<file path="config.mk">
export PLATFORM = sky130hd
export DESIGN_NAME = border_color_bounding_box_core_flat
export DESIGN_NICKNAME = d
export VERILOG_FILES = /design/src/hdl/bcbb_pkg.sv /design/src/hdl/bcbb_if.sv /design/src/hdl/border_color_bounding_box_core.sv /design/src/hdl/bcbb_box.sv /design/src/flat_wrapper.sv
export SDC_FILE = /design/constraint.sdc
export NUM_CORES = 1
export LEC_CHECK = 0
export BUFFER_PORTS_ARGS = -buffer_cell sky130_fd_sc_hd__buf_2
export CAP_MARGIN = 10
export CORE_MARGIN = 2
export CORE_UTILIZATION = 60
export DETAILED_ROUTE_END_ITERATION = 12
export PLACE_DENSITY = 0.81
export SLEW_MARGIN = 0
export SYNTH_ARGS = -nofsm -noshare
export SYNTH_HDL_FRONTEND = slang
export SYNTH_SLANG_ARGS = --single-unit
</file>
<file path="constraint.sdc">
create_clock -name clk -period 9.4 [get_ports clk]
set_input_delay 0.94 -clock clk [delete_from_list [all_inputs] [get_ports clk]]
set_output_delay 0.94 -clock clk [all_outputs]
set_load 0.05 [all_outputs]
</file>
<file path="src/hdl/bcbb_pkg.sv">
// bcbb_pkg: shared types and constants of the border color bounding box block
// no dependencies; compiled first
`default_nettype none

package bcbb_pkg;

    localparam int unsigned CH_W      = 8;
    localparam int unsigned RGB_W     = 3 * CH_W;
    localparam int unsigned DIM_CFG_W = 13;
    localparam int unsigned POS_W     = 12;
    localparam int unsigned SIZE_W    = 13;
    localparam int unsigned CFG_IDX_W = 1;

    localparam logic [DIM_CFG_W-1:0] DIM_RESET = 13'd4096;

    typedef enum logic [CFG_IDX_W-1:0] {
        REG_FRAME_WIDTH  = 1'b0,
        REG_FRAME_HEIGHT = 1'b1
    } reg_idx_t;

    typedef struct packed {
        logic [POS_W-1:0]  top_row;
        logic [POS_W-1:0]  bottom_row;
        logic [POS_W-1:0]  left_col;
        logic [POS_W-1:0]  right_col;
        logic [SIZE_W-1:0] crop_height;
        logic [SIZE_W-1:0] crop_width;
        logic              content_found;
    } box_result_t;

endpackage

`default_nettype wire

</file>
<file path="src/hdl/bcbb_if.sv">
// bcbb_if: valid/ready channel interfaces for pixels, box results and register writes
// depends on bcbb_pkg
`default_nettype none

interface bcbb_pix_if;
    import bcbb_pkg::*;
    logic            valid;
    logic            ready;
    logic [CH_W-1:0] pixel_red;
    logic [CH_W-1:0] pixel_green;
    logic [CH_W-1:0] pixel_blue;

    modport source (output valid, output pixel_red, output pixel_green, output pixel_blue,
                    input ready);
    modport sink   (input valid, input pixel_red, input pixel_green, input pixel_blue,
                    output ready);
endinterface

interface bcbb_box_if;
    import bcbb_pkg::*;
    logic              valid;
    logic              ready;
    logic [POS_W-1:0]  top_row;
    logic [POS_W-1:0]  bottom_row;
    logic [POS_W-1:0]  left_col;
    logic [POS_W-1:0]  right_col;
    logic [SIZE_W-1:0] crop_height;
    logic [SIZE_W-1:0] crop_width;
    logic              content_found;

    modport source (output valid, output top_row, output bottom_row, output left_col,
                    output right_col, output crop_height, output crop_width,
                    output content_found, input ready);
    modport sink   (input valid, input top_row, input bottom_row, input left_col,
                    input right_col, input crop_height, input crop_width,
                    input content_found, output ready);
endinterface

interface bcbb_cfg_if;
    import bcbb_pkg::*;
    logic                 valid;
    logic                 ready;
    logic [CFG_IDX_W-1:0] index;
    logic [DIM_CFG_W-1:0] data;

    modport source (output valid, output index, output data, input ready);
    modport sink   (input valid, input index, input data, output ready);
endinterface

`default_nettype wire

</file>
<file path="src/hdl/border_color_bounding_box_core.sv">
// Auto-crop detector: pixels of a frame enter in raster order, one request per clock, and
// the first pixel of each frame sets the border color. One pixel is taken every cycle but
// for the stall below; a pixel passes an input register and then updates the box, so a
// frame's result is loaded into the result register when its last pixel leaves the input
// register. The only stall is the last pixel of a frame meeting an earlier result that has
// not yet been taken from the single result register.
// Top level; depends on bcbb_pkg, bcbb_if and bcbb_box
`default_nettype none

module border_color_bounding_box_core #(
    parameter int unsigned MAX_DIM = 4096
) (
    input  logic       clk,
    input  logic       rst_n,
    bcbb_pix_if.sink   pixel,
    bcbb_cfg_if.sink   cfg,
    bcbb_box_if.source box
);
    import bcbb_pkg::*;

    localparam int unsigned CW = $clog2(MAX_DIM);
    localparam int unsigned EW = (CW + 1 > DIM_CFG_W) ? CW + 1 : DIM_CFG_W;

    logic [DIM_CFG_W-1:0] width_reg, height_reg;
    logic [EW-1:0]        width_ext, height_ext, eff_w, eff_h;

    logic                 pix_valid_reg;
    logic [RGB_W-1:0]     rgb_reg;
    logic                 res_valid_reg;
    box_result_t          res_reg;
    box_result_t          res_next;
    logic                 frame_last;
    logic                 advance;

    // register writes
    assign cfg.ready = 1'b1;

    always_ff @(posedge clk or negedge rst_n)
    begin
        if (!rst_n)
        begin
            width_reg  <= DIM_RESET;
            height_reg <= DIM_RESET;
        end
        else if (cfg.valid)
        begin
            unique case (reg_idx_t'(cfg.index))
                REG_FRAME_WIDTH:  width_reg  <= cfg.data;
                REG_FRAME_HEIGHT: height_reg <= cfg.data;
                default:          ;
            endcase
        end
    end

    assign width_ext  = EW'(width_reg);
    assign height_ext = EW'(height_reg);
    assign eff_w = (width_reg == '0) ? EW'(1) :
                   (width_ext > EW'(MAX_DIM)) ? EW'(MAX_DIM) : width_ext;
    assign eff_h = (height_reg == '0) ? EW'(1) :
                   (height_ext > EW'(MAX_DIM)) ? EW'(MAX_DIM) : height_ext;

    // input register
    assign advance     = pix_valid_reg && !(frame_last && res_valid_reg && !box.ready);
    assign pixel.ready = !pix_valid_reg || advance;

    always_ff @(posedge clk or negedge rst_n)
    begin
        if (!rst_n)
            pix_valid_reg <= 1'b0;
        else if (pixel.ready)
            pix_valid_reg <= pixel.valid;
    end

    always_ff @(posedge clk)
    begin
        if (pixel.valid && pixel.ready)
            rgb_reg <= {pixel.pixel_red, pixel.pixel_green, pixel.pixel_blue};
    end

    bcbb_box #(
        .CW (CW),
        .EW (EW)
    ) u_box (
        .clk        (clk),
        .rst_n      (rst_n),
        .step       (advance),
        .rgb        (rgb_reg),
        .eff_w      (eff_w),
        .eff_h      (eff_h),
        .frame_last (frame_last),
        .result     (res_next)
    );

    // result register
    always_ff @(posedge clk or negedge rst_n)
    begin
        if (!rst_n)
            res_valid_reg <= 1'b0;
        else if (advance && frame_last)
            res_valid_reg <= 1'b1;
        else if (box.ready)
            res_valid_reg <= 1'b0;
    end

    always_ff @(posedge clk)
    begin
        if (advance && frame_last)
            res_reg <= res_next;
    end

    assign box.valid         = res_valid_reg;
    assign box.top_row       = res_reg.top_row;
    assign box.bottom_row    = res_reg.bottom_row;
    assign box.left_col      = res_reg.left_col;
    assign box.right_col     = res_reg.right_col;
    assign box.crop_height   = res_reg.crop_height;
    assign box.crop_width    = res_reg.crop_width;
    assign box.content_found = res_reg.content_found;

    a_res_from_frame_end: assert property (@(posedge clk) disable iff (!rst_n)
        $rose(res_valid_reg) |-> $past(advance && frame_last))
        else $error("result appeared without a frame end");

    a_pix_held: assert property (@(posedge clk) disable iff (!rst_n)
        pix_valid_reg && !advance |=> pix_valid_reg)
        else $error("stalled pixel dropped");

    a_box_order: assert property (@(posedge clk) disable iff (!rst_n)
        box.valid && box.content_found |->
            box.top_row <= box.bottom_row && box.left_col <= box.right_col &&
            box.crop_height != '0 && box.crop_width != '0)
        else $error("inconsistent bounding box");

endmodule

`default_nettype wire

</file>
<file path="src/hdl/bcbb_box.sv">
// bcbb_box: raster position counters, border color latch and running bounding box
// depends on bcbb_pkg
`default_nettype none

module bcbb_box #(
    parameter int unsigned CW = 12,
    parameter int unsigned EW = 13
) (
    input  logic                       clk,
    input  logic                       rst_n,
    input  logic                       step,
    input  logic [bcbb_pkg::RGB_W-1:0] rgb,
    input  logic [EW-1:0]              eff_w,
    input  logic [EW-1:0]              eff_h,
    output logic                       frame_last,
    output bcbb_pkg::box_result_t      result
);
    import bcbb_pkg::*;

    logic [CW-1:0]    col_reg, row_reg;
    logic [CW-1:0]    min_row_reg, max_row_reg, min_col_reg, max_col_reg;
    logic [RGB_W-1:0] border_reg;
    logic             found_reg;

    logic [CW-1:0]    min_row_next, max_row_next, min_col_next, max_col_next;
    logic             found_next;
    logic [RGB_W-1:0] border_next;
    logic             hit, col_end, row_end;
    logic [CW:0]      h_span, w_span;

    assign border_next = (col_reg == '0 && row_reg == '0) ? rgb : border_reg;
    assign hit         = rgb != border_next;
    assign col_end     = (EW'(col_reg) + EW'(1)) >= eff_w;
    assign row_end     = (EW'(row_reg) + EW'(1)) >= eff_h;
    assign frame_last  = col_end && row_end;

    always_comb
    begin
        min_row_next = min_row_reg;
        max_row_next = max_row_reg;
        min_col_next = min_col_reg;
        max_col_next = max_col_reg;
        found_next   = found_reg;
        if (hit)
        begin
            found_next   = 1'b1;
            max_row_next = row_reg;
            if (!found_reg)
            begin
                min_row_next = row_reg;
                min_col_next = col_reg;
                max_col_next = col_reg;
            end
            else
            begin
                if (col_reg < min_col_reg)
                    min_col_next = col_reg;
                if (col_reg > max_col_reg)
                    max_col_next = col_reg;
            end
        end
    end

    assign h_span = {1'b0, max_row_next} - {1'b0, min_row_next} + {{CW{1'b0}}, 1'b1};
    assign w_span = {1'b0, max_col_next} - {1'b0, min_col_next} + {{CW{1'b0}}, 1'b1};

    always_comb
    begin
        result = '0;
        if (found_next)
        begin
            result.top_row       = POS_W'(min_row_next);
            result.bottom_row    = POS_W'(max_row_next);
            result.left_col      = POS_W'(min_col_next);
            result.right_col     = POS_W'(max_col_next);
            result.crop_height   = SIZE_W'(h_span);
            result.crop_width    = SIZE_W'(w_span);
            result.content_found = 1'b1;
        end
    end

    always_ff @(posedge clk or negedge rst_n)
    begin
        if (!rst_n)
        begin
            col_reg     <= '0;
            row_reg     <= '0;
            border_reg  <= '0;
            min_row_reg <= '0;
            max_row_reg <= '0;
            min_col_reg <= '0;
            max_col_reg <= '0;
            found_reg   <= 1'b0;
        end
        else if (step)
        begin
            border_reg <= border_next;
            if (col_end)
            begin
                col_reg <= '0;
                row_reg <= row_end ? '0 : row_reg + CW'(1);
            end
            else
                col_reg <= col_reg + CW'(1);
            if (frame_last)
            begin
                min_row_reg <= '0;
                max_row_reg <= '0;
                min_col_reg <= '0;
                max_col_reg <= '0;
                found_reg   <= 1'b0;
            end
            else
            begin
                min_row_reg <= min_row_next;
                max_row_reg <= max_row_next;
                min_col_reg <= min_col_next;
                max_col_reg <= max_col_next;
                found_reg   <= found_next;
            end
        end
    end

endmodule

`default_nettype wire

</file>
<file path="src/flat_wrapper.sv">
// flat-port wrapper written by rule: the top's interface ports become plain ports
module border_color_bounding_box_core_flat import bcbb_pkg::*;
#(
    parameter int unsigned MAX_DIM = 4096
)
  (clk, rst_n, pixel_valid, pixel_pixel_red, pixel_pixel_green, pixel_pixel_blue, pixel_ready, cfg_valid, cfg_index, cfg_data, cfg_ready, box_valid, box_top_row, box_bottom_row, box_left_col, box_right_col, box_crop_height, box_crop_width, box_content_found, box_ready);
  bcbb_pix_if pixel_i ();
  bcbb_cfg_if cfg_i ();
  bcbb_box_if box_i ();
  input  logic clk;
  input  logic rst_n;
  input wire logic [$bits(pixel_i.valid)-1:0] pixel_valid;
  input wire logic [$bits(pixel_i.pixel_red)-1:0] pixel_pixel_red;
  input wire logic [$bits(pixel_i.pixel_green)-1:0] pixel_pixel_green;
  input wire logic [$bits(pixel_i.pixel_blue)-1:0] pixel_pixel_blue;
  output wire logic [$bits(pixel_i.ready)-1:0] pixel_ready;
  input wire logic [$bits(cfg_i.valid)-1:0] cfg_valid;
  input wire logic [$bits(cfg_i.index)-1:0] cfg_index;
  input wire logic [$bits(cfg_i.data)-1:0] cfg_data;
  output wire logic [$bits(cfg_i.ready)-1:0] cfg_ready;
  output wire logic [$bits(box_i.valid)-1:0] box_valid;
  output wire logic [$bits(box_i.top_row)-1:0] box_top_row;
  output wire logic [$bits(box_i.bottom_row)-1:0] box_bottom_row;
  output wire logic [$bits(box_i.left_col)-1:0] box_left_col;
  output wire logic [$bits(box_i.right_col)-1:0] box_right_col;
  output wire logic [$bits(box_i.crop_height)-1:0] box_crop_height;
  output wire logic [$bits(box_i.crop_width)-1:0] box_crop_width;
  output wire logic [$bits(box_i.content_found)-1:0] box_content_found;
  input wire logic [$bits(box_i.ready)-1:0] box_ready;
  assign pixel_i.valid = pixel_valid;
  assign pixel_i.pixel_red = pixel_pixel_red;
  assign pixel_i.pixel_green = pixel_pixel_green;
  assign pixel_i.pixel_blue = pixel_pixel_blue;
  assign pixel_ready = pixel_i.ready;
  assign cfg_i.valid = cfg_valid;
  assign cfg_i.index = cfg_index;
  assign cfg_i.data = cfg_data;
  assign cfg_ready = cfg_i.ready;
  assign box_valid = box_i.valid;
  assign box_top_row = box_i.top_row;
  assign box_bottom_row = box_i.bottom_row;
  assign box_left_col = box_i.left_col;
  assign box_right_col = box_i.right_col;
  assign box_crop_height = box_i.crop_height;
  assign box_crop_width = box_i.crop_width;
  assign box_content_found = box_i.content_found;
  assign box_i.ready = box_ready;
  border_color_bounding_box_core #(.MAX_DIM(MAX_DIM)) u_core (.clk(clk), .rst_n(rst_n), .pixel(pixel_i), .cfg(cfg_i), .box(box_i));
endmodule
</file>
* Yosys cells after proc, flatten, opt, wreduce, memory -nomap -nowiden *
Index checks and enable logic that the tools add are counted.

cells by class
  add/sub/neg operators = 8
  order comparisons = 6
  equality and inequality tests = 1
  muxes and demuxes = 25
  bitwise logic cells = 1
  reductions and logical operators = 19

operators by type and width
  operator               number
  $mux 12                15
  $mux 13                4
  $add 12x1->13 const B  2
  $add 13x1->13 const B  2
  $ge 13x13->1           2
  $gt 13x13->1 const B   2
  $logic_not 13->1       2
  $sub 12x12->13         2
  $add 12x1->12 const B  2
  $logic_not 12->1       2
  $mux 24                1
  $ne 24x24->1           1
  $gt 12x12->1           1
  $lt 12x12->1           1
  $logic_and 1x1->1      7
  $reduce_and 2->1       3
  $mux 1                 5
  $logic_not 1->1        3
  $reduce_bool 2->1      1
  $logic_or 1x1->1       1
  $not 1->1              1

storage, ports and cells
  register bits after elaboration = 224
  input bits = 43
  output and inout bits = 78

* Longest topological paths before layout *
  depth in word-level cells = 11
  mapped depth = 22

* By module *
Synthesis repeated with hierarchy kept, for this count alone.

second synthesis, totals
  cell total of the unflattened synthesis = 1,153
  area, all modules = 12,634.6 um2

by module, submodules not included
  module                          instances  cells an instance  area each (um2)  sequential area each (um2)
  bcbb_box                        1          950                8,308.0          2,427.3
  border_color_bounding_box_core  1          203                4,326.6          3,676.0

* Worst setup path after synthesis *
No wires, ideal clock.

  path type = register -> register
  start = register u_core.u_box.row_reg[2]
  end = register u_core.res_reg, in the netlist u_core.box.bottom_row[0] (enable)
  setup time = 0.510 ns
  data arrival time = 6.387 ns
  required time = 8.890 ns
  slack = 2.504 ns
  stages on the path, launching flop included = 15
  buffers on the path = 2
  cells stage by stage = dfrtp_1 > clkbuf_1 > nand3_1 > nor2_1 > and3_1 > nand3_1 > xnor2_1 > ha_1 > a21o_1 > a211o_1 > a211oi_1 > a31oi_1 > a2111o_1 > buf_2 > nor2_1

between the ends
  longest elaborated chain between the ends = 8

RTL lines
  item                             line                                   RTL
  start, declared                  bcbb_box.sv:20                         logic [CW-1:0] col_reg, row_reg;
  start signal, assigned           bcbb_box.sv:101                        row_reg <= row_end ? '0 : row_reg + CW'(1);
  $add 12x1->13 (*)                bcbb_box.sv:34                         assign row_end = (EW'(row_reg) + EW'(1)) >= eff_h;
  $ge 13x13->1 (*)                 bcbb_box.sv:34
  $logic_and 1x1->1 (*)            bcbb_box.sv:35                         assign frame_last = col_end && row_end;
  $logic_and 1x1->1 (2 in series)  border_color_bounding_box_core.sv:63   assign advance = pix_valid_reg && !(frame_last && res_valid_reg && !box.ready);
  $logic_not 1->1                  border_color_bounding_box_core.sv:63
  $logic_and 1x1->1                border_color_bounding_box_core.sv:63
  $logic_and 1x1->1 (*)            border_color_bounding_box_core.sv:107  if (advance && frame_last)
  end signal, assigned             border_color_bounding_box_core.sv:108  res_reg <= res_next;
  end, declared                    border_color_bounding_box_core.sv:30   box_result_t res_reg;

Mark *: on every way between the ends. The rest lies on a longest branch, timed or not.
A chain may end at the register's enable or synchronous reset.

* Worst setup path in the final report *
  start = register u_core.u_box.col_reg[0]
  end = output port pixel_ready

between the ends
  longest elaborated chain between the ends = 8

RTL lines
  item                             line                                  RTL
  start, declared                  bcbb_box.sv:20
  start signal, assigned           bcbb_box.sv:104                       col_reg <= col_reg + CW'(1);
  $add 12x1->13                    bcbb_box.sv:33                        assign col_end = (EW'(col_reg) + EW'(1)) >= eff_w;
  $ge 13x13->1                     bcbb_box.sv:33
  $logic_and 1x1->1                bcbb_box.sv:35
  $logic_and 1x1->1 (2 in series)  border_color_bounding_box_core.sv:63
  $logic_not 1->1                  border_color_bounding_box_core.sv:63
  $logic_and 1x1->1                border_color_bounding_box_core.sv:63
  $logic_or 1x1->1                 border_color_bounding_box_core.sv:64  assign pixel.ready = !pix_valid_reg || advance;
  end, declared                    flat_wrapper.sv:16                    output wire logic [$bits(pixel_i.ready)-1:0] pixel_ready;

Every way passes these cells.

==> flow_metrics.env <==
export IMPL_status="completed"
export IMPL_hpwl_um=17400
export IMPL_first_global_vias=8197
export IMPL_syn_inst=1051
export IMPL_fin_nets=1285
export IMPL_dominantRegCellSynth="sky130_fd_sc_hd__dfrtp_1"
export IMPL_worst_endpoint_arrival_ns=4.40
export IMPL_cellPowerDensity_nw_per_um2=351
export IMPL_grt_busiest_layer="met2"
export IMPL_finClkSkew_ns=0.0204
export IMPL_hp_class="primary input to asynchronous set/reset pin"
export IMPL_antenna_cells_inserted=0
export IMPL_die_height_um=146
export IMPL_clk_latency_ns=0.53
export IMPL_seq_power_share_pct=31.8
export IMPL_detail_route_iter0_violations=520
export IMPL_tns_ns=0
export IMPL_ys_types=67
export IMPL_floorplan_die_area_um2=21400
export IMPL_area_growth_pct=12.4
export IMPL_synth_top_area_share_pct=25.4
export IMPL_maxCapViolations=0
export IMPL_h_tree_depth=1
export IMPL_switchingPower_uw=1880
export IMPL_gp_congestion=0.868
export IMPL_timing_max_transition_violations_final=0
export IMPL_count_of_buffer_and_inverter_cells_on_the_critical_path=1
export IMPL_cts_hold_buffers=0
export IMPL_vias=8408
export IMPL_numPlacedInstances=1386
export IMPL_netSwitchingFraction_pct=39.2
export IMPL_wl_per_cell_um=17.5
export IMPL_global_route_usage_met1_pct=33.5
export IMPL_path_delay_family="simple AND/OR/NAND/NOR gates"
export IMPL_synthTopCellsByArea="sky130_fd_sc_hd__dfrtp_1 25%, sky130_fd_sc_hd__edfxtp_1 25%, sky130_fd_sc_hd__ha_1 10%"
export IMPL_viasPerCell=5.89
export IMPL_multiInputGateArea_um2=5550
export IMPL_grtUsageTotal_pct=23.5
export IMPL_die_width_um=146
export IMPL_post_route_util_pct=68.0
export IMPL_top_level_ports=121
export IMPL_finalHoldViolCount=0
export IMPL_combPwrFrac_pct=48.7
export IMPL_number_of_placement_rows=52
export IMPL_slowest_stage="sky130_fd_sc_hd__dfrtp_1"
export IMPL_fillerInstances=1530
export IMPL_period_share_pct=56.8
export IMPL_tritoncts_num_buffers=23
export IMPL_synth_area_um2=12100
export IMPL_remaining_drc_errors=0
export IMPL_clkTransAtPathRegs_ns=0.06
export IMPL_finalPower_uw=4780
export IMPL_ys_warns=0
export IMPL_initial_util_pct=60.5
export IMPL_layoutNonFillerInstCount=1428
export IMPL_final_cell_area_um2=13600
export IMPL_p_leak_uw=0.00612
export IMPL_worstPathCellList="ha_1, nand3_1, nor2_1, nand2_1, nor2_1, xnor2_1, ha_1, a21o_1, a21oi_1, and2_1, nor2_1, nand4_1, buf_2"
export IMPL_crit_required_ns=8.46
export IMPL_worstSetupPathType="flip-flop to output pin"
export IMPL_layout_drive_gt1_share_pct=21.0
export IMPL_ctsRootBufferMaster="sky130_fd_sc_hd__clkbuf_16"
export IMPL_synth_seq_cells=224
export IMPL_drtPass1Iterations=6
export IMPL_core_area_um2=20000
export IMPL_final_seq_area_um2=6100
export IMPL_synth_async_sr_flop_share_pct=55.8
export IMPL_total_wire_length_um=25000
export IMPL_max_clock_freq_mhz=187
export IMPL_vdd_ir_drop_max_mv=0.184
export IMPL_antenna_found_initial=0
export IMPL_crit_path_frequent_cell="sky130_fd_sc_hd__nor2_1"
export IMPL_intPower_uw=2910
export IMPL_maximum_number_of_pins_on_one_net_before_global_route_repair=85
export IMPL_postSynthAreaPerCell_um2=11.5
export IMPL_final_setup_viol_count=0
export IMPL_critical_path_endpoint_type="output pin"
export IMPL_rsz0062_at_grt="false"
export IMPL_antenna_left=0
export IMPL_place_area_um2=12800
export IMPL_timing_worst_slew_pin_value_ns=1.12
export IMPL_crit_fanout=14
export IMPL_io_buffer_count=119
export IMPL_clock_tree_from_tritoncts="yes"
export IMPL_clock_power_share_pct=19.4
export IMPL_synth_enable_flop_cells=99
export IMPL_overflow_after_grt=0
export IMPL_final_period_minus_worst_setup_slack_ns=5.34
export IMPL_net_count_synth=1195
export IMPL_clk_buf_depth=3
export IMPL_grt_first_pass_wirelength_um=41200
export IMPL_critical_path_max_stage_delay_ns=0.59
export IMPL_post_cts_resized_instances=0
export IMPL_netlist_top_cell_by_area="sky130_fd_sc_hd__dfrtp_1"
export IMPL_ys_seq_area_share_pct=50.3
export IMPL_cts_setup_buffers=0
export IMPL_max_slew_margin_rel_pct=25.2
export IMPL_setup_worst_path_start_class="flip-flop"
export IMPL_grt_met2_usage_pct=38.0
export IMPL_grt_met3_usage_pct=3.31
export IMPL_cts_sink_count=224
-- layout by cell type (no fill, tap or decap), drive strengths merged, types with 3 or more instances in the layout --
master      n
edfxtp     99
and2       24
nor3       15
o41ai       4
a211oi      4
a21oi      14
mux2i      40
and3       10
dfrtp     123
nor2b      11
buf       126
clkinvlp    3
ha         99
nand2b      5
or2         3
o21ai      52
and4        3
xnor2      32
nand3      19
a2111oi     3
nand4      12
a22o       48
nor2       69
nor4       12
o211ai      3
o21a        6
a31oi       8
xor2       26
nand2      78
mux2       62
a21o       16
clkbuf     33
or3         5
clkinv      3
inv        56
-- cell type report --
cell class	count	area share, %
Clock buffer	33	4.88
Clock inverter	9	0.854
Inverter	55	1.52
Tap cell	270	2.48
Multi-Input combinational cell	711	40.7
Timing Repair Buffer	126	4.78
Sequential cell	224	44.8
-- cell usage after synthesis (3+ instances only) --
master	instances
sky130_fd_sc_hd__nand2b_1	5
sky130_fd_sc_hd__and2_1	23
sky130_fd_sc_hd__a31oi_1	7
sky130_fd_sc_hd__or3_1	5
sky130_fd_sc_hd__nor2_1	68
sky130_fd_sc_hd__a21oi_1	14
sky130_fd_sc_hd__nand4_1	12
sky130_fd_sc_hd__o21ai_0	50
sky130_fd_sc_hd__xnor2_1	32
sky130_fd_sc_hd__clkbuf_1	39
sky130_fd_sc_hd__a2111oi_0	3
sky130_fd_sc_hd__dfrtp_1	123
sky130_fd_sc_hd__a21o_1	16
sky130_fd_sc_hd__buf_6	4
sky130_fd_sc_hd__edfxtp_1	99
sky130_fd_sc_hd__nand3_1	18
sky130_fd_sc_hd__mux2_2	54
sky130_fd_sc_hd__mux2_4	8
sky130_fd_sc_hd__nor4_1	11
sky130_fd_sc_hd__o211ai_1	3
sky130_fd_sc_hd__buf_2	11
sky130_fd_sc_hd__inv_1	55
sky130_fd_sc_hd__ha_1	99
sky130_fd_sc_hd__nor2b_1	11
sky130_fd_sc_hd__or2_2	3
sky130_fd_sc_hd__nand2_1	77
sky130_fd_sc_hd__a211oi_1	4
sky130_fd_sc_hd__xor2_1	26
sky130_fd_sc_hd__and4_1	3
sky130_fd_sc_hd__and3_1	10
sky130_fd_sc_hd__o41ai_1	4
sky130_fd_sc_hd__a22o_1	48
sky130_fd_sc_hd__nor3_1	15
sky130_fd_sc_hd__buf_4	5
sky130_fd_sc_hd__o21a_1	6
sky130_fd_sc_hd__mux2i_1	40
-- logic make-up after synthesis --
kind of cell | after synthesis | synth area share (%)
muxes | 102 | 9.31
xor gates and xnor gates | 58 | 4.19
adders and majority gates | 101 | 10.5
and+or+nand+nor | 270 | 10.9
AOI/OAI and AO/OA | 179 | 10.5
DFF | 224 | 50.3
other | 1 | 0.0309
buffers and inverters | 116 | 4.11
-- power groups by stage --
| stage | Combinational, uW | Clock [uW] | Sequential, uW |
|---|---|---|---|
| after floorplan | 1840 | 0 | 1490 |
| after global placement | 2220 | 0 | 1520 |
| after detailed placement | 2300 | 0 | 1530 |
| after CTS | 2330 | 945 | 1510 |
| after global routing | 2620 | 983 | 1540 |
| final | 2330 | 929 | 1520 |
-- worst reg2reg max path, cell delays in order, from the launching register on --
cell	delay (ns)
sky130_fd_sc_hd__dfrtp_1	0.59
sky130_fd_sc_hd__inv_1	0.12
sky130_fd_sc_hd__ha_1	0.21
sky130_fd_sc_hd__nor4bb_1	0.12
sky130_fd_sc_hd__nand4_1	0.15
sky130_fd_sc_hd__nor4_4	0.06
sky130_fd_sc_hd__a31oi_2	0.16
sky130_fd_sc_hd__buf_4	0.33
sky130_fd_sc_hd__o211a_2	0.56
sky130_fd_sc_hd__mux2_2	0.42
sky130_fd_sc_hd__ha_1	0.19
sky130_fd_sc_hd__ha_1	0.22
sky130_fd_sc_hd__fa_1	0.42
sky130_fd_sc_hd__a21o_1	0.19
sky130_fd_sc_hd__a21oi_1	0.21
sky130_fd_sc_hd__nor2b_1	0.07
sky130_fd_sc_hd__o21a_1	0.18
sky130_fd_sc_hd__o41ai_1	0.50
sky130_fd_sc_hd__or4b_2	0.23
sky130_fd_sc_hd__a31oi_1	0.07
-- stage by stage --
step / hold WS (ns) / setup slack, ns
after floorplan: 0.449 / 2.50
after global placement: 0.464 / 4.37
after detailed placement: 0.471 / 4.20
after CTS: 0.400 / 4.13
after global routing: 0.428 / 3.74
final: 0.399 / 4.06
-- layer usage --
| metal | vias to the layer above | routed length [um] |
|---|---|---|
| li1 | 3978 | - |
| met1 | 4057 | 11200 |
| met2 | 324 | 11600 |
| met3 | 49 | 1670 |
| met4 | 0 | 571 |
| met5 | - | 0 |
-- path summary, 6_finish.rpt --
kind                                        startpoint                     endpoint  slack (ns)  depth (start not counted)
max                            u_core.u_box.col_reg[0]                  pixel_ready        4.06                         13
min                                              rst_n  u_core.u_box.min_col_reg[5]        0.40                          1
max reg2reg                    u_core.u_box.col_reg[0]    u_core.box.crop_width[11]        4.14                         19
min reg2reg                u_core.u_box.max_row_reg[0]  u_core.u_box.max_row_reg[0]        0.48                          2
max in group asynchronous                        rst_n  u_core.u_box.min_col_reg[0]        7.51                          2
min in group clk           u_core.u_box.max_row_reg[0]  u_core.u_box.max_row_reg[0]        0.48                          2
(Power assumes the default switching activity.)
